===== config.mk =====
export PLATFORM = sky130hd
export DESIGN_NAME = mf3_median
export DESIGN_NICKNAME = d
export VERILOG_FILES = /design/src/rtl/mf3_pkg.sv /design/src/rtl/mf3_median.sv
export SDC_FILE = /design/constraint.sdc
export NUM_CORES = 1
export LEC_CHECK = 0
export BUFFER_PORTS_ARGS = -buffer_cell sky130_fd_sc_hd__buf_2
export CAP_MARGIN = 0
export CORE_MARGIN = 2
export CORE_UTILIZATION = 50
export DETAILED_ROUTE_END_ITERATION = 8
export GPL_TIMING_DRIVEN = 0
export PLACE_DENSITY = 0.67
export REMOVE_ABC_BUFFERS = 1
export SLEW_MARGIN = 15
export SYNTH_ARGS = -nofsm -noshare
export SYNTH_HDL_FRONTEND = slang
export SYNTH_SLANG_ARGS = --single-unit

===== constraint.sdc =====
create_clock -name clk -period 19.7 [get_ports clk]
set_input_delay 1.97 -clock clk [delete_from_list [all_inputs] [get_ports clk]]
set_output_delay 1.97 -clock clk [all_outputs]
set_load 0.03 [all_outputs]

===== src/rtl/mf3_pkg.sv =====
`default_nettype none
// ----------------------------------------------------------------------------
// mf3_pkg: shared types and constants of the 3x3 median filter
// Register map codes, field widths and the records passed between modules.
// ----------------------------------------------------------------------------
package mf3_pkg;

  // Parameter defaults
  localparam int DEF_MAX_LINE_SAMPLES = 16384;
  localparam int DEF_MAX_CHANNELS     = 4;

  // Configuration port
  localparam int PADDR_W = 4;
  localparam int PDATA_W = 32;

  localparam logic [1:0] REG_IMAGE_WIDTH   = 2'd0;
  localparam logic [1:0] REG_IMAGE_HEIGHT  = 2'd1;
  localparam logic [1:0] REG_CHANNEL_COUNT = 2'd2;

  localparam int WIDTH_W   = 13;
  localparam int HEIGHT_W  = 13;
  localparam int CHANCFG_W = 3;
  localparam int CH_W      = 4;   // holds channel counts up to eight
  localparam int SIZE_W    = 17;  // holds samples per row up to 65536

  localparam logic [WIDTH_W-1:0]   RST_IMAGE_WIDTH   = 13'd640;
  localparam logic [HEIGHT_W-1:0]  RST_IMAGE_HEIGHT  = 13'd480;
  localparam logic [CHANCFG_W-1:0] RST_CHANNEL_COUNT = 3'd1;

  localparam int MAX_IMAGE_DIM = 4096;

  // Data path
  localparam int PIX_W = 8;
  localparam int COL_W = 3 * PIX_W;  // top, middle, bottom byte of one column
  localparam int ROW_W = 12;
  localparam int IDX_W = 14;

  // Result queue
  localparam int FIFO_DEPTH = 8;
  localparam int FIFO_AW    = 3;
  localparam int FIFO_CNT_W = 4;

  // Saturated frame geometry, plus the write strobe of the register port
  typedef struct packed {
    logic                wr;
    logic [WIDTH_W-1:0]  width;
    logic [HEIGHT_W-1:0] height;
    logic [CH_W-1:0]     chans;
    logic [SIZE_W-1:0]   size;
  } geom_t;

  // One queue entry: the results caused by one input word
  typedef struct packed {
    logic [PIX_W-1:0] med0;
    logic [PIX_W-1:0] med1;
    logic [ROW_W-1:0] row;
    logic [IDX_W-1:0] idx0;
    logic [IDX_W-1:0] idx1;
    logic             two;
    logic             eof;
  } res_t;

endpackage
`default_nettype wire


===== src/rtl/mf3_median.sv =====
`default_nettype none
// ----------------------------------------------------------------------------
// mf3_median: median of nine
// 19-exchange network in two halves with a register between them.
// ----------------------------------------------------------------------------
module mf3_median (
  input  wire logic                        clk,
  input  wire logic [mf3_pkg::COL_W-1:0]   col_l,
  input  wire logic [mf3_pkg::COL_W-1:0]   col_m,
  input  wire logic [mf3_pkg::COL_W-1:0]   col_r,
  output logic      [mf3_pkg::PIX_W-1:0]   med
);

  logic [mf3_pkg::PIX_W-1:0] va   [9];
  logic [mf3_pkg::PIX_W-1:0] va_r [9];
  logic [mf3_pkg::PIX_W-1:0] vb   [9];

  // Returns {larger, smaller}
  function automatic logic [2*mf3_pkg::PIX_W-1:0] ord2(input logic [mf3_pkg::PIX_W-1:0] a,
                                                        input logic [mf3_pkg::PIX_W-1:0] b);
    ord2 = (a > b) ? {a, b} : {b, a};
  endfunction

  // First half: sort each row, then the first merge level
  always_comb begin
    for (int k = 0; k < 3; k++) begin
      va[3*k+0] = col_l[8*k +: 8];
      va[3*k+1] = col_m[8*k +: 8];
      va[3*k+2] = col_r[8*k +: 8];
    end
    {va[2], va[1]} = ord2(va[1], va[2]);
    {va[5], va[4]} = ord2(va[4], va[5]);
    {va[8], va[7]} = ord2(va[7], va[8]);
    {va[1], va[0]} = ord2(va[0], va[1]);
    {va[4], va[3]} = ord2(va[3], va[4]);
    {va[7], va[6]} = ord2(va[6], va[7]);
    {va[2], va[1]} = ord2(va[1], va[2]);
    {va[5], va[4]} = ord2(va[4], va[5]);
    {va[8], va[7]} = ord2(va[7], va[8]);
    {va[3], va[0]} = ord2(va[0], va[3]);
    {va[8], va[5]} = ord2(va[5], va[8]);
    {va[7], va[4]} = ord2(va[4], va[7]);
  end

  always_ff @(posedge clk) begin
    va_r <= va;
  end

  always_comb begin
    vb = va_r;
    {vb[6], vb[3]} = ord2(vb[3], vb[6]);
    {vb[4], vb[1]} = ord2(vb[1], vb[4]);
    {vb[5], vb[2]} = ord2(vb[2], vb[5]);
    {vb[7], vb[4]} = ord2(vb[4], vb[7]);
    {vb[2], vb[4]} = ord2(vb[4], vb[2]);
    {vb[4], vb[6]} = ord2(vb[6], vb[4]);
    {vb[2], vb[4]} = ord2(vb[4], vb[2]);
  end

  assign med = vb[4];

endmodule
`default_nettype wire


**Word-level counts from Yosys, hierarchy flattened**

Index checks and enable logic that the tools add are counted.

- Register bits after elaboration: 56
- Input port bits: 73
- Output and inout bits: 8
- Logic and storage cells: 45

- $lt $le $gt $ge: 19
- Mux-type cells: 19

Operators with widths:

| operator | count |
|---|---|
| two-way mux 16 bit | 15 |
| > comparator 8 bit | 19 |
| two-way mux 8 bit | 4 |

**Depth between registers and ports, before layout**

- Depth in word-level cells: 10
- Gate-level depth with buffers: 44
- Gate-level depth less buffers: 41

**Least setup slack after synthesis**

Ideal clock, no wire load.

- Kind: register to output
- Start: register va_r[33] (netlist bit)
- End: output med[0] (netlist bit)
- Arrival: 8157 ps
- Slack: 9573 ps
- Cell stages (with the launch flop): 42
- Cell sequence: dfxtp_1 inv_1 ha_1 nor2b_1 o211ai_1 a211o_1 and2_1 buf_2 mux2_1 ha_1 a211oi_1 nor2_1 and4bb_1 or2_1 buf_4 mux2_2 ha_1 a21oi_1 (+6 left out) ha_1 a21oi_1 o21ai_0 o21bai_1 nand2_1 o21bai_1 o311ai_2 nor3_4 mux2i_1 ha_1 o21a_1 o21ai_0 nand2b_1 a21oi_1 o21ai_0 o21ai_1 clkbuf_1 mux2i_1

- Cells in the longest elaborated chain, start to end: 10

RTL lines:

| item | RTL line | source |
|---|---|---|
| start: declaration | mf3_median.sv:15 | `logic [mf3_pkg::PIX_W-1:0] va_r [9];` |
| start signal: assignment | mf3_median.sv:46 | `va_r <= va;` |
| > comparator 8 bit | mf3_median.sv:21 | `ord2 = (a > b) ? {a, b} : {b, a};` |
| two-way mux 16 bit * | mf3_median.sv:21 |  |
| > comparator 8 bit | mf3_median.sv:21 |  |
| two-way mux 8 bit * | mf3_median.sv:21 |  |
| > comparator 8 bit | mf3_median.sv:21 |  |
| two-way mux 16 bit * | mf3_median.sv:21 |  |
| > comparator 8 bit | mf3_median.sv:21 |  |
| two-way mux 16 bit | mf3_median.sv:21 |  |
| > comparator 8 bit | mf3_median.sv:21 |  |
| two-way mux 8 bit * | mf3_median.sv:21 |  |
| end: declaration | mf3_median.sv:11 | `output logic [mf3_pkg::PIX_W-1:0] med` |

Mark *: on every way between the ends. The rest lies on a longest branch, timed or not.

**Worst setup path after layout**

- Start: register va_r[39] (netlist bit)
- End: output med[0] (netlist bit)

Same word-level chain as after synthesis.

==> run summary <==
Largest regs - va_r: 56 flops
IO Pins - 81
die area - 16000 um^2
GPL Wtd Cong - 0.914
Crit path largest cell delay - 0.68 ns
DP HPWL - 14500 um
WL final - 16700 um
Initial DRC Count - 328
unique cell type count in the Yosys netlist - 55
vias in the first global route - 6156
crit share post-route - 58.3%
placed insts - 1177
setup TNS - 0 ns
EDFF count, synth - 0
MaxCap Viol Count - 0
nets - 1224
Detail Route Antenna Nets - 0
CTS tree - done
post-CTS setup buffers - 0
first-pass GRT wire length - 27700 um
# DRC - 0
crit path capture type - output port
unrepaired setup endpoints after global routing - no
max reg flops - 56
CP Launch Type - flip-flop
post-synthesis adder-cell area fraction - 25.1%
Required @ worst endpoint - 17.73 ns
CTS Buffer Depth - 2
synthesized area per cell - 8.03 um^2
first-pass detailed-route iteration total - 5
Die Span Y - 127 um
Post-Synth Simple-Gate Area - 12.9%
Antenna Cells - 0
synth warn - 0
post-synthesis xor/xnor area fraction - 0%
compound-cell area share of the yosys netlist - 21.5%
CTS Root Cell - clkbuf_16
Hold Crit Start - col_l[21]
GR Util All Layers - 20.8%
Synth Register Bits - 56
register area share after synthesis - 14.9%
Initial Util - 51.5%
PortBufs - 80
Die W - 127 um
Worst Path Max Fanout - 27
Slew @ Worst Pin - 1.01 ns
HP Class - input pin to flip-flop
layout cells sized above 1 - 13.5%
cts hold-fix bufs - 0
Final Instance Area - 8280 um^2
max-slew violation count - 0
Cell Area, Synth - 7510 um^2
area grow syn2layout - 10.2%
final critical-path required period - 11.49 ns
core outline area - 14600 um^2
Cells after Synth - 936
Final Non-Filler Cells - 1185
worst path arrival time - 9.52 ns
GRT overflow - 0
Num CTS Buffers - 5
prevailing post-synth register cell - dfxtp_1
highest clock rate - 87.0 MHz
share of Yosys cell area claimed by the top area cell type - 25.1%
slew margin rel. - 32.9%
Area after DPL - 8120 um^2
combinational family with the most area after synthesis - adder cells
post_cts resized - 0
largest net degree at the start of global routing - 33
Yosys top cell by area - ha_1
site row count - 44
Max H-tree Level - 2
final setup violation count - 0
CP max-delay cell - a41o_1
Biggest register - va_r
clock slew at reported path FFs - 0.08 ns
initial antenna violation count - 0
async set-reset flop share out of synthesis - 0%
Avg Vias per Cell - 5.44
total number of vias - 6452
Synth area leaders - ha_1, dfxtp_1, mux2i_1, a21oi_1, inv_1
mux contribution to synthesized area - 18.4%
Crit Path Category - flip-flop to output port
beginning of the critical path - va_r[39]
detail-routed net length per standard cell - 14.1 um
Hold Vio Cnt, Final - 0
clk sinks - 56
status - completed
post-layout util - 56.8%
[worst paths after layout]
kind	slack [ns]	end	depth (start not counted)
min	1.91	va_r[21]	3
max	8.21	med[0]	38
[per-layer routing]
layer	wire length (um)	vias to the layer above	global-route usage, %	share of wire [%]
li1	-	3477	-	-
met1	8150	2884	27.3	49
met2	7920	81	37.2	47
met3	426	10	2.28	2.6
met4	201	0	3.81	1.2
met5	0	-	0	0
[Yosys cell counts, types with 2 or more instances]
cell and count:
a211o_1 2, a211oi_1 3, a21o_1 35, a21oi_1 84
a22o_1 2, and2_1 3, and3_1 7, buf_2 3
buf_4 4, clkbuf_1 19, dfxtp_1 56, ha_1 151
inv_1 110, mux2_1 5, mux2_2 27, mux2i_1 101
nand2_1 42, nand2b_1 5, nand3_1 23, nand4_1 15
nor2_1 78, nor2b_1 21, nor3_1 5, o211ai_1 8
o21a_1 35, o21ai_0 50, o21ai_1 8, o21bai_1 6
o31ai_1 2
[cells in the final DEF (no fill, tap or decap), types with 2 or more instances in the layout]
master / instances
nand2_1: 42
nor2_1: 78
a211oi_1: 3
mux2i_1: 101
nand3_1: 23
o21ai_2: 2
o21a_1: 35
o211ai_1: 8
a22o_1: 2
dfxtp_1: 56
buf_2: 80
clkbuf_16: 5
a21o_1: 35
a21oi_1: 84
o21bai_1: 6
ha_1: 151
nand4_1: 15
mux2_2: 27
o21ai_1: 7
nor2b_1: 21
and3_1: 7
nand2b_1: 5
inv_1: 110
a211o_1: 2
and2_1: 3
mux2_1: 5
o21ai_0: 49
nor3_1: 5
buf_6: 4
a221oi_4: 2
[final cells by class]
| type | instances | area, um^2 |
|---|---|---|
| Sequential cell | 56 | 1120 |
| Tap cell | 184 | 230 |
| Clock inverter | 3 | 33.8 |
| Multi-Input combinational cell | 742 | 5900 |
| Timing Repair Buffer | 85 | 460 |
| Fill cell | 1415 | 6310 |
| Inverter | 110 | 413 |
| Clock buffer | 5 | 125 |
[worst max-delay path: cells and delay by family (launching register included)]
family | cells | cell delay, ns
AOI/OAI and AO/OA | 20 | 4.08
adders and majority gates | 5 | 1.55
buffers and inverters | 2 | 0.27
DFF | 1 | 0.34
muxes | 4 | 1.39
and+or+nand+nor | 7 | 1.59
[through the flow]
stage	hold WS, ns	setup WS, ns
finish	1.91	8.21
global route	1.93	7.26
CTS	1.91	8.27
detailed placement	2.21	8.66
global placement	2.21	7.91
floorplan	2.08	9.20
[logic make-up (layout without fill, tap and decap cells)]
kind of cell / Yosys count / in the layout
buffers and inverters: 138 / 203
DFF: 56 / 56
muxes: 134 / 134
AOI/OAI and AO/OA: 252 / 252
and+or+nand+nor: 205 / 205
adders and majority gates: 151 / 151
Power is left out: the tool's default activity adds up to more than one toggle a clock period on the data nets, which glitch-free logic cannot reach.
