===== config.mk =====
export PLATFORM = sky130hd
export DESIGN_NAME = mf3_cfg
export DESIGN_NICKNAME = d
export VERILOG_FILES = /design/src/rtl/mf3_pkg.sv /design/src/rtl/mf3_cfg.sv
export SDC_FILE = /design/constraint.sdc
export NUM_CORES = 1
export LEC_CHECK = 0
export ABC_AREA = 1
export BUFFER_PORTS_ARGS = -buffer_cell sky130_fd_sc_hd__buf_4
export CAP_MARGIN = 10
export CORE_AREA = 2 2 78 80
export CTS_CLUSTER_DIAMETER = 30
export DETAILED_ROUTE_END_ITERATION = 8
export DIE_AREA = 0 0 80 82
export GPL_ROUTABILITY_DRIVEN = 0
export PLACE_DENSITY = 0.88
export SETUP_SLACK_MARGIN = 0.15
export SYNTH_ARGS = -nofsm -noshare
export SYNTH_HDL_FRONTEND = slang
export SYNTH_SLANG_ARGS = --single-unit

===== constraint.sdc =====
create_clock -name clk -period 8 [get_ports clk]
set_input_delay 0 -clock clk [delete_from_list [all_inputs] [get_ports clk]]
set_output_delay 0 -clock clk [all_outputs]
set_load 0.02 [all_outputs]

===== src/rtl/mf3_pkg.sv =====
`default_nettype none
// ----------------------------------------------------------------------------
// mf3_pkg: shared types and constants of the 3x3 median filter
// Register map codes, field widths and the records passed between modules.
// ----------------------------------------------------------------------------
package mf3_pkg;

  // Parameter defaults
  localparam int DEF_MAX_LINE_SAMPLES = 16384;
  localparam int DEF_MAX_CHANNELS     = 4;

  // Configuration port
  localparam int PADDR_W = 4;
  localparam int PDATA_W = 32;

  localparam logic [1:0] REG_IMAGE_WIDTH   = 2'd0;
  localparam logic [1:0] REG_IMAGE_HEIGHT  = 2'd1;
  localparam logic [1:0] REG_CHANNEL_COUNT = 2'd2;

  localparam int WIDTH_W   = 13;
  localparam int HEIGHT_W  = 13;
  localparam int CHANCFG_W = 3;
  localparam int CH_W      = 4;   // holds channel counts up to eight
  localparam int SIZE_W    = 17;  // holds samples per row up to 65536

  localparam logic [WIDTH_W-1:0]   RST_IMAGE_WIDTH   = 13'd640;
  localparam logic [HEIGHT_W-1:0]  RST_IMAGE_HEIGHT  = 13'd480;
  localparam logic [CHANCFG_W-1:0] RST_CHANNEL_COUNT = 3'd1;

  localparam int MAX_IMAGE_DIM = 4096;

  // Data path
  localparam int PIX_W = 8;
  localparam int COL_W = 3 * PIX_W;  // top, middle, bottom byte of one column
  localparam int ROW_W = 12;
  localparam int IDX_W = 14;

  // Result queue
  localparam int FIFO_DEPTH = 8;
  localparam int FIFO_AW    = 3;
  localparam int FIFO_CNT_W = 4;

  // Saturated frame geometry, plus the write strobe of the register port
  typedef struct packed {
    logic                wr;
    logic [WIDTH_W-1:0]  width;
    logic [HEIGHT_W-1:0] height;
    logic [CH_W-1:0]     chans;
    logic [SIZE_W-1:0]   size;
  } geom_t;

  // One queue entry: the results caused by one input word
  typedef struct packed {
    logic [PIX_W-1:0] med0;
    logic [PIX_W-1:0] med1;
    logic [ROW_W-1:0] row;
    logic [IDX_W-1:0] idx0;
    logic [IDX_W-1:0] idx1;
    logic             two;
    logic             eof;
  } res_t;

endpackage
`default_nettype wire


===== src/rtl/mf3_cfg.sv =====
`default_nettype none
// ----------------------------------------------------------------------------
// mf3_cfg: configuration registers
// APB-style register file and saturation of the frame geometry.
// ----------------------------------------------------------------------------
module mf3_cfg #(
  parameter int MAX_LINE_SAMPLES = mf3_pkg::DEF_MAX_LINE_SAMPLES,
  parameter int MAX_CHANNELS     = mf3_pkg::DEF_MAX_CHANNELS
) (
  input  wire logic                         clk,
  input  wire logic                         rst_n,
  input  wire logic                         psel,
  input  wire logic                         penable,
  input  wire logic                         pwrite,
  input  wire logic [mf3_pkg::PADDR_W-1:0]  paddr,
  input  wire logic [mf3_pkg::PDATA_W-1:0]  pwdata,
  output logic      [mf3_pkg::PDATA_W-1:0]  prdata,
  output logic                              pready,
  output mf3_pkg::geom_t                    geom
);

  logic [mf3_pkg::WIDTH_W-1:0]   width_r;
  logic [mf3_pkg::HEIGHT_W-1:0]  height_r;
  logic [mf3_pkg::CHANCFG_W-1:0] chans_r;

  logic                          wr_en;
  logic [1:0]                    reg_sel;
  logic [mf3_pkg::CH_W-1:0]      chans_sat;
  logic [mf3_pkg::WIDTH_W-1:0]   wmax;
  logic [mf3_pkg::WIDTH_W-1:0]   width_lo;
  logic [mf3_pkg::WIDTH_W-1:0]   width_sat;
  logic [mf3_pkg::HEIGHT_W-1:0]  height_sat;
  logic [mf3_pkg::WIDTH_W-1:0]   wmax_tab [MAX_CHANNELS];

  assign pready  = 1'b1;
  assign wr_en   = psel & penable & pwrite;
  assign reg_sel = paddr[3:2];

  always_ff @(posedge clk) begin
    if (!rst_n) begin
      width_r  <= mf3_pkg::RST_IMAGE_WIDTH;
      height_r <= mf3_pkg::RST_IMAGE_HEIGHT;
      chans_r  <= mf3_pkg::RST_CHANNEL_COUNT;
    end else if (wr_en) begin
      unique case (reg_sel)
        mf3_pkg::REG_IMAGE_WIDTH:   width_r  <= pwdata[mf3_pkg::WIDTH_W-1:0];
        mf3_pkg::REG_IMAGE_HEIGHT:  height_r <= pwdata[mf3_pkg::HEIGHT_W-1:0];
        mf3_pkg::REG_CHANNEL_COUNT: chans_r  <= pwdata[mf3_pkg::CHANCFG_W-1:0];
        default: ;
      endcase
    end
  end

  always_comb begin
    unique case (reg_sel)
      mf3_pkg::REG_IMAGE_WIDTH:   prdata = mf3_pkg::PDATA_W'(width_r);
      mf3_pkg::REG_IMAGE_HEIGHT:  prdata = mf3_pkg::PDATA_W'(height_r);
      mf3_pkg::REG_CHANNEL_COUNT: prdata = mf3_pkg::PDATA_W'(chans_r);
      default:                    prdata = '0;
    endcase
  end

  // Widest row per channel count: line store / channels, within 2..4096
  for (genvar Gk = 1; Gk <= MAX_CHANNELS; Gk++) begin : g_wmax
    localparam int Quot    = MAX_LINE_SAMPLES / Gk;
    localparam int Capped  = (Quot > mf3_pkg::MAX_IMAGE_DIM) ? mf3_pkg::MAX_IMAGE_DIM : Quot;
    localparam int Floored = (Capped < 2) ? 2 : Capped;
    assign wmax_tab[Gk-1] = mf3_pkg::WIDTH_W'(Floored);
  end

  always_comb begin
    if (chans_r == '0) begin
      chans_sat = mf3_pkg::CH_W'(1);
    end else if (mf3_pkg::CH_W'(chans_r) > mf3_pkg::CH_W'(MAX_CHANNELS)) begin
      chans_sat = mf3_pkg::CH_W'(MAX_CHANNELS);
    end else begin
      chans_sat = mf3_pkg::CH_W'(chans_r);
    end

    wmax = wmax_tab[0];
    for (int k = 0; k < MAX_CHANNELS; k++) begin
      if (chans_sat == mf3_pkg::CH_W'(k + 1)) wmax = wmax_tab[k];
    end

    width_lo  = (width_r < mf3_pkg::WIDTH_W'(2)) ? mf3_pkg::WIDTH_W'(2) : width_r;
    width_sat = (width_lo > wmax) ? wmax : width_lo;

    if (height_r == '0) begin
      height_sat = mf3_pkg::HEIGHT_W'(1);
    end else if (height_r > mf3_pkg::HEIGHT_W'(mf3_pkg::MAX_IMAGE_DIM)) begin
      height_sat = mf3_pkg::HEIGHT_W'(mf3_pkg::MAX_IMAGE_DIM);
    end else begin
      height_sat = height_r;
    end
  end

  assign geom.wr     = wr_en;
  assign geom.width  = width_sat;
  assign geom.height = height_sat;
  assign geom.chans  = chans_sat;
  assign geom.size   = mf3_pkg::SIZE_W'(width_sat) * mf3_pkg::SIZE_W'(chans_sat);

endmodule
`default_nettype wire


# Yosys cells after proc, flatten, opt, wreduce, memory -nomap -nowiden
# Index checks and enable logic that the tools add are counted.
# word_totals
reg_bits	29
word_cells	25
input_bits	41
# classes
n_mux	7
n_lt_le_gt_ge	4
eq_ne	2
mul	1
bitwise	2
reduce_logical	6
# ops
op	n
two-way mux 13 bit	4
one-hot mux 13 bit (3 select lines)	1
> comparator 13 bit (second input constant)	2
multiplier 13 x 4 -> 17 bit	1
zero test 13 bit	1
< comparator 13 x 2 -> 1 bit (second input constant)	1
two-way mux 3 bit	2
AND reduction 2 bit	3
> comparator 3 bit (second input constant)	1
zero test 3 bit	1
bitwise AND 1 bit	2
== test 2 x 1 -> 1 bit (second input constant)	1
== test 2 bit (second input constant)	1
zero test 2 bit	1

# Logic depth before layout (Yosys ltp)
# Gate-level depths: netlist of run 1.
# depth
depth_word	5
depth_mapped	20

# Worst setup path before layout of run 1
# Ideal clock, no wire load.
# synth_timing
path_type	register to output
startpoint	register width_r[2] in the netlist's numbering
endpoint	output port geom[8] in the netlist's numbering
setup_slack_ns	5.027
stages_incl_launch_ff	20
required_time_ns	8.000
arrival_ns	2.973
cell_sequence	dfxtp_1 inv_1 nand2_1 nor3_1 nand2_1 nand2_1 nand2_1 inv_1 nand2_1 fa_1 inv_1 ha_1 inv_1 fa_1 inv_1 nand3_1 nand2_1 nand3_1 nand2_1 xor2_1
# synth_rtl
element	line	source
start, declared	mf3_cfg.sv:22	logic [mf3_pkg::WIDTH_W-1:0] width_r;
start signal, assigned	mf3_cfg.sv:41	width_r <= mf3_pkg::RST_IMAGE_WIDTH;
start signal, assigned	mf3_cfg.sv:46	mf3_pkg::REG_IMAGE_WIDTH: width_r <= pwdata[mf3_pkg::WIDTH_W-1:0];
end, declared	mf3_cfg.sv:19	output mf3_pkg::geom_t geom

==> results.md, run 1 <==
- Run status: finished clean
- Setup Total Neg Slack: 0 ps
- Overall overflow remaining after global route: 0
- Share of power burned in the clock network: 32.5%
- Internal Power: 0.239 mW
- Layout filler cell count: 518
- Register-to-register setup slack: 6950 ps
- Core Rows: 28
- Signed area change from the synthesized netlist to the final layout: 21.3%
- Horiz. Die Dim: 80 µm
- RSZ-0062 raised after global routing: false
- First-pass GRT wire length: 12.6 mm
- Filler-free cell count of the finished design: 594
- Sort of element at the start of the critical path: register
- Count of final max-slew check failures: 0
- Via count of the first global-routing pass: 2839
- Routing layer with the top usage in global route: met2
- Area of the die: 6560 µm²
- Post-DR vias/cell: 5.13
- Boundary pin count: 122
- Library cell contributing the largest single delay on the critical path: sky130_fd_sc_hd__fa_1
- Worst-case hold slack: 6.56 ps
- Arrival time at the worst endpoint: 3910 ps
- Gate power share: 24.4%
- Total count of hold-check failures in the final report: 0
- Met1 usage in global routing: 26.9%
- Actual transition at the worst max-transition pin: 819 ps
- Cell total after placement: 579
- TritonCTS clock tree: done
- Synthesis Warnings: 0
- Switching share of total power: 31.7%
- Netlist area before placement: 2960 µm²
- Maximum root-to-sink buffer count: 2
- Largest clock skew in the final design: 0 ps
- Post-CTS clock slew at the launch and capture registers of the worst setup and hold paths: 60 ps
- DRC marker count from the first detailed-route iteration: 130
- Part of the Yosys area used for sequential elements: 19.6%
- Initial DRT Pass Iterations: 5
- Switching power: 0.111 mW
- Max-slew headroom: 45.2%
- Vertical die dimension: 82 µm
- Root buffer selected by CTS: sky130_fd_sc_hd__clkbuf_8
- Clock sink count: 29
- Mean area per synthesized cell: 6.62 µm²
- Maximum net fanout on the critical path: 30
- Clock buffers created by TritonCTS: 5
- Tmin final: 3910 ps
- Top cells by area, synth: sky130_fd_sc_hd__dfxtp_1 20%, sky130_fd_sc_hd__inv_1 9.6%, sky130_fd_sc_hd__fa_1 8.1%
- Most common cell in the synthesized netlist: sky130_fd_sc_hd__inv_1
- Post-CTS sizing: 0
- Number of setup buffers added after CTS: 0
- Fraction of final layout cells sized beyond drive strength 1: 20.4%
- Count of unique library cells instantiated by Yosys: 32
- Crit path largest cell delay: 580 ps
- Hold bufs inserted after CTS: 7
- Max capacitance violation total: 0
- N_diodes: 0
- Met2 capacity usage during global routing: 44.9%
- H-tree lvl count: 2
- List of most frequent post-synthesis cells: 76 x sky130_fd_sc_hd__inv_1, 64 x sky130_fd_sc_hd__nand2_1, 45 x sky130_fd_sc_hd__nand3_1
- Most area-hungry cell type in the Yosys netlist: sky130_fd_sc_hd__dfxtp_1
- Effective utilization at floorplan: 51.5%
- Part of the cycle the worst path needs: 48.9%
- First element of the critical path: width_r[2]
- Clock latency on the worst-skew pair: 290 ps
- FFs w/ async S/R, synth: 0%
- Maximum ir drop on the vdd rail: 0.000133 V
- Hold path startpoint: pwdata[10]
- FF+latch count, synth: 29
- Class of the most critical setup path: reg -> out
- Cell count after synthesis: 447
- Critical path cell sequence: inv_1 -> nand2_1 -> nor2_1 -> nand4_1 -> nand2_2 -> nand3_1 -> fa_1 -> inv_1 -> ha_1 -> a21oi_1 -> inv_1 -> o21ai_0 -> nand3_1 -> nand2_1 -> nand2_1 -> buf_4
- Global Route Usage Sum: 23.9%
- Via count: 3048
- Detailed placement HPWL: 5.90 mm
- Met3 Use GR: 3.41%
- Number of failing setup endpoints in the final timing report: 0
- Final WS setup: 4090 ps
- Final net count: 586
- Req. time, crit path: 8000 ps
- Antenna violation net count after detailed routing: 0
- Post-DR wirelength/cell: 12.8 µm
- Number of design rule violations left after detail routing: 0
- Classification of the worst-slack hold path: in -> reg
- Endpoint kind of the worst setup timing path: primary output
- Quantity of I/O buffers inserted on ports: 78
- Floorplan Core Area: 5750 µm²
- Initial antenna violation count: 0
- Total power divided by cell area: 97.3 nW/µm²
- Critical register-to-register path startpoint: chans_r[2]
- P_leak: 1.89 nW
- Maximum number of pins on one net before global-route repair: 31
- Worst Setup Slack post-DPL: 4460 ps
- Peak Freq: 256 MHz
- Top FF cell, synth: sky130_fd_sc_hd__dfxtp_1
- EDFF count, synth: 0
- Fraction of post-synthesis cell area in the top cell type by area: 19.6%
- Total wire length after detailed routing: 7.58 mm
- Reg power frac: 43.1%
[sequential cells by signal, summed over array words and instances, names as in the netlist]
name      cells
width_r      13
chans_r       3
height_r     13
[through the flow]
stage / total power, mW / utilization [%] / instance area (µm²)
2_1_floorplan: 0.216 / - / 3040
3_3_place_gp: 0.233 / 59.8 / 3440
3_5_place_dp: 0.235 / 59.8 / 3440
4_1_cts: 0.350 / 62.5 / 3590
5_1_grt: 0.364 / 62.5 / 3590
6_report: 0.349 / 62.5 / 3590
[cells in the final DEF, fill, tap and decap left out, types with 2 or more instances in the layout]
master                           n
sky130_fd_sc_hd__buf_4          78
sky130_fd_sc_hd__inv_1          76
sky130_fd_sc_hd__nand2_1        64
sky130_fd_sc_hd__nand3_1        45
sky130_fd_sc_hd__nor2_1         42
sky130_fd_sc_hd__a21oi_1        31
sky130_fd_sc_hd__dfxtp_1        29
sky130_fd_sc_hd__o21ai_0        28
sky130_fd_sc_hd__conb_1         22
sky130_fd_sc_hd__ha_1           15
sky130_fd_sc_hd__fa_1           12
sky130_fd_sc_hd__o22ai_1        10
sky130_fd_sc_hd__nor2_4          9
sky130_fd_sc_hd__nand4_1         7
sky130_fd_sc_hd__dlygate4sd3_1   7
sky130_fd_sc_hd__xor2_1          6
sky130_fd_sc_hd__o211ai_1        6
sky130_fd_sc_hd__nor2_2          5
sky130_fd_sc_hd__clkbuf_8        5
sky130_fd_sc_hd__inv_2           4
sky130_fd_sc_hd__o221ai_1        3
sky130_fd_sc_hd__nor3_1          2
sky130_fd_sc_hd__a21o_1          2
sky130_fd_sc_hd__o21ai_1         2
sky130_fd_sc_hd__clkinv_2        2
[cell type report]
| type | instances | area (µm²) | share of cell area, % |
|---|---|---|---|
| multi-input cells | 316 | 1870 | 52.0 |
| repair buffers | 85 | 656 | 18.3 |
| flip-flops and latches | 29 | 581 | 16.2 |
| inverters | 81 | 312 | 8.68 |
| well taps | 75 | 93.8 | 2.61 |
| clock buffers | 6 | 72.6 | 2.02 |
| clock inverters | 2 | 10.0 | 0.279 |
[routing by layer]
metal  part of all wire (%)  up-vias  routed length [µm]
met2                     52      133                3950
met4                    2.0        0                 153
met1                     39     1374                2980
li1                       -     1527                   -
met3                    6.7       14                 506
met5                      0        -                   0
[power groups by stage]
| stage | Combinational, mW | Sequential, mW | Clock [mW] |
|---|---|---|---|
| after floorplan | 0.0629 | 0.153 | 0 |
| after global placement | 0.0797 | 0.154 | 0 |
| after detailed placement | 0.0813 | 0.154 | 0 |
| after CTS | 0.0846 | 0.151 | 0.114 |
| after global routing | 0.0928 | 0.151 | 0.121 |
| final | 0.0852 | 0.151 | 0.114 |
[path summary, 6_finish.rpt]
path | cells after the start | to
setup / recovery | 16 | geom[13]
hold / removal | 3 | height_r[10]
setup reg to reg | 2 | chans_r[2]
hold reg to reg | 2 | chans_r[0]
[logic make-up after synthesis]
logic type	Yosys count	synth area share, %
buffers and inverters	122	19.9
AND/OR/NAND/NOR	177	28.1
other	2	0.254
XOR/XNOR	7	2.07
AO/OA/AOI/OAI	83	15.6
adder cells (fa/ha/maj)	27	14.5
flip-flops	29	19.6
[critical path, delay by kind of cell, from the launching register on]
kind / cells / cell delay, ps
fa+ha+maj: 2 / 940
compound gates: 2 / 550
simple gates: 8 / 1260
flops: 1 / 350
buf+inv: 4 / 520
Power figures use the tool's default switching activity.
==> run 2, diff against run 1 <==
--- a/config.mk
+++ b/config.mk
@@ -8,12 +8,12 @@
 export ABC_AREA = 1
 export BUFFER_PORTS_ARGS = -buffer_cell sky130_fd_sc_hd__buf_4
 export CAP_MARGIN = 10
-export CORE_AREA = 2 2 78 80
+export CORE_AREA = 2 2 85 87
 export CTS_CLUSTER_DIAMETER = 30
 export DETAILED_ROUTE_END_ITERATION = 8
-export DIE_AREA = 0 0 80 82
+export DIE_AREA = 0 0 87 89
 export GPL_ROUTABILITY_DRIVEN = 0
-export PLACE_DENSITY = 0.88
+export PLACE_DENSITY = 0.79
 export SETUP_SLACK_MARGIN = 0.15
 export SYNTH_ARGS = -nofsm -noshare
 export SYNTH_HDL_FRONTEND = slang
==> constraint.sdc (replaced) <==
create_clock -name clk -period 3.16 [get_ports clk]
set_input_delay 0 -clock clk [delete_from_list [all_inputs] [get_ports clk]]
set_output_delay 0 -clock clk [all_outputs]
set_load 0.02 [all_outputs]
==> results.md, run 2 (synthesized netlist as in run 1, its figures left out) <==
- Final net count: 627 (was 586)
- Global Route Usage Sum: 20.6% (was 23.9%)
- Worst-case hold slack: 12.7 ps (was 6.56 ps)
- Core Rows: 30 (was 28)
- DRC marker count from the first detailed-route iteration: 148 (was 130)
- Class of the most critical setup path: reg -> out (unchanged)
- Share of power burned in the clock network: 34.6% (was 32.5%)
- Floorplan Core Area: 6720 µm² (was 5750 µm²)
- Final WS setup: -187 ps (was 4090 ps)
- Boundary pin count: 122 (unchanged)
- Clock latency on the worst-skew pair: 280 ps (was 290 ps)
- Initial antenna violation count: 0 (unchanged)
- Reg power frac: 38.7% (was 43.1%)
- Part of the cycle the worst path needs: 106%
- Fin area: 4470 µm² (was 3590 µm²)
- Filler-free cell count of the finished design: 640 (was 594)
- Quantity of I/O buffers inserted on ports: 78 (unchanged)
- Peak Freq: 299 MHz
- Horiz. Die Dim: 87 µm (was 80 µm)
- Sort of element at the start of the critical path: register (unchanged)
- Via count of the first global-routing pass: 3034 (was 2839)
- Total wire length after detailed routing: 9.10 mm (was 7.58 mm)
- Post-DR vias/cell: 5.21 (was 5.13)
- Count of final max-slew check failures: 0 (unchanged)
- Placement Cell Area: 3600 µm² (was 3440 µm²)
- Post-DR wirelength/cell: 14.2 µm (was 12.8 µm)
- Classification of the worst-slack hold path: in -> reg (unchanged)
- Logic depth of the worst register-to-register path: 3 (was 2)
- Critical register-to-register path startpoint: width_r[7] (was chans_r[2])
- Post-CTS clock slew at the launch and capture registers of the worst setup and hold paths: 70 ps (was 60 ps)
- Max capacitance violation total: 0 (unchanged)
- Internal Power: 0.673 mW (was 0.239 mW)
- Root buffer selected by CTS: sky130_fd_sc_hd__clkbuf_8 (unchanged)
- N_diodes: 0 (unchanged)
- Signed area change from the synthesized netlist to the final layout: 50.9% (was 21.3%)
- Maximum net fanout on the critical path: 7 (was 30)
- Hold Path End: height_r[3] (was height_r[10])
- Maximum root-to-sink buffer count: 2 (unchanged)
- Cell total after placement: 603 (was 579)
- Vertical die dimension: 89 µm (was 82 µm)
- Total power divided by cell area: 218 nW/µm² (was 97.3 nW/µm²)
- Switching share of total power: 31.0% (was 31.7%)
- Endpoint kind of the worst setup timing path: primary output (unchanged)
- Arrival time at the worst endpoint: 3350 ps (was 3910 ps)
- Clock buffers created by TritonCTS: 5 (unchanged)
- Area of the die: 7740 µm² (was 6560 µm²)
- Register-to-register setup slack: 2320 ps (was 6950 ps)
- Effective utilization at floorplan: 44.1% (was 51.5%)
- Maximum ir drop on the vdd rail: 0.000216 V (was 0.000133 V)
- Violated checks: setup timing
- Run status: finished with violations (was finished clean)
- Instance count along the most critical hold path: 3 (unchanged)
- Clock sink count: 29 (unchanged)
- Overall overflow remaining after global route: 0 (unchanged)
- Tmin final: 3350 ps
- Via count: 3333 (was 3048)
- H-tree lvl count: 2 (unchanged)
- Total count of hold-check failures in the final report: 0 (unchanged)
- Largest clock skew in the final design: 0 ps (unchanged)
- Fraction of final layout cells sized beyond drive strength 1: 43.2% (was 20.4%)
- Layout filler cell count: 531 (was 518)
- P_leak: 2.20 nW (was 1.89 nW)
- Total power after layout: 0.976 mW (was 0.349 mW)
- Req. time, crit path: 3160 ps (was 8000 ps)
- Detailed placement HPWL: 6.07 mm (was 5.90 mm)
- Hold path startpoint: pwdata[3] (was pwdata[10])
- Commonest non-fill, non-tap cell in the layout: sky130_fd_sc_hd__buf_4 (unchanged)
- Antenna violation net count after detailed routing: 0 (unchanged)
- Highest-count cells in the layout ignoring fill and taps: 109 x sky130_fd_sc_hd__buf_4, 61 x sky130_fd_sc_hd__inv_1, 49 x sky130_fd_sc_hd__nand2_1 (was 78 x sky130_fd_sc_hd__buf_4, 76 x sky130_fd_sc_hd__inv_1, 64 x sky130_fd_sc_hd__nand2_1)
- First-pass GRT wire length: 13.1 mm (was 12.6 mm)
- RR Endpoint: width_r[7] (was chans_r[2])
- Gate power share: 26.7% (was 24.4%)
- Initial DRT Pass Iterations: 4 (was 5)
- Biggest registers after layout: height_r x13, width_r x13, chans_r x3 (unchanged)
- RSZ-0062 raised after global routing: true (was false)
- Maximum number of pins on one net before global-route repair: 30 (was 31)
- Number of failing setup endpoints in the final timing report: 10 (was 0)
- Switching power: 0.303 mW (was 0.111 mW)
- Number of design rule violations left after detail routing: 0 (unchanged)
- TritonCTS clock tree: done (unchanged)
==> run 2: changes by cell type in the layout (fill, tap and decap cells not counted), moves of 13 or more <==
cell and change:
sky130_fd_sc_hd__inv_2 +13, sky130_fd_sc_hd__inv_1 -15, sky130_fd_sc_hd__buf_4 +31, sky130_fd_sc_hd__nand3_1 -13, sky130_fd_sc_hd__nand2_1 -15, sky130_fd_sc_hd__nor2_1 -15
==> run 2: through the flow <==
step	util (%)	setup TNS (ps)	worst slack, ps
2_1_floorplan	-	0	187
5_1_grt	66.5	-2280	-343
3_3_place_gp	53.6	0	103
3_5_place_dp	53.6	0	61.3
6_report	66.5	-679	-187
4_1_cts	60.1	0	36.7
==> run 2: layer usage <==
metal | GRT usage (%) | routed length [µm]
met1 | 24.1 | 3550
met2 | 38.4 | 4910
met3 | 3.51 | 476
met4 | 6.39 | 167
met5 | 0 | 0
==> run 2: cell type report <==
cell class                 count  area (µm²)  area share [%]
clock inverter                 1        5.00           0.112
sequential                    29         602            13.5
clock buffer                   7        96.3            2.16
multi-input combinational    316        2290            51.3
inverter                      81         317            7.08
timing repair buffer         126        1050            23.6
tap                           80         100            2.24
==> run 2: worst max-delay path: stages, from the launching register on <==
cell and delay (ps):
sky130_fd_sc_hd__dfxtp_4 350, sky130_fd_sc_hd__nor2_2 100, sky130_fd_sc_hd__nand2_1 60, sky130_fd_sc_hd__nor2_1 100
sky130_fd_sc_hd__nand4_1 170, sky130_fd_sc_hd__nand2_4 170, sky130_fd_sc_hd__buf_6 150, sky130_fd_sc_hd__buf_16 130
sky130_fd_sc_hd__nand3_2 80, sky130_fd_sc_hd__fa_1 560, sky130_fd_sc_hd__inv_2 50, sky130_fd_sc_hd__ha_4 240
sky130_fd_sc_hd__a21oi_4 150, sky130_fd_sc_hd__nor2_1 60, sky130_fd_sc_hd__nor2_1 230, sky130_fd_sc_hd__buf_4 170
sky130_fd_sc_hd__nand4_1 90, sky130_fd_sc_hd__nand2_1 100, sky130_fd_sc_hd__buf_6 120
==> run 2: worst max path at each step <==
stage                      startpoint  endpoint  cells after the start
after detailed placement   width_r[9]  geom[14]                     17
final                     width_r[10]  geom[11]                     18
after global placement     width_r[2]  geom[13]                     17
after global routing      width_r[10]  geom[11]                     18
after floorplan            width_r[2]   geom[8]                     19
after CTS                  width_r[6]   geom[7]                     17
==> run 2: power by group through the flow <==
| stage | Combinational (mW) | Sequential [mW] | Clock [mW] |
|---|---|---|---|
| global placement | 0.214 | 0.387 | 0 |
| detailed placement | 0.217 | 0.387 | 0 |
| floorplan | 0.159 | 0.386 | 0 |
| CTS | 0.238 | 0.379 | 0.339 |
| global route | 0.283 | 0.378 | 0.351 |
| finish | 0.261 | 0.377 | 0.337 |
==> run 2: what timing repair did <==
action,4_1_cts,5_1_grt
gates cloned,1,2
hold buffers,6,0
resized for setup,49,81
pin swaps,15,33
endpoints found under the setup margin,11,12
buffers inserted,11,9
hold endpoints to repair,7,0
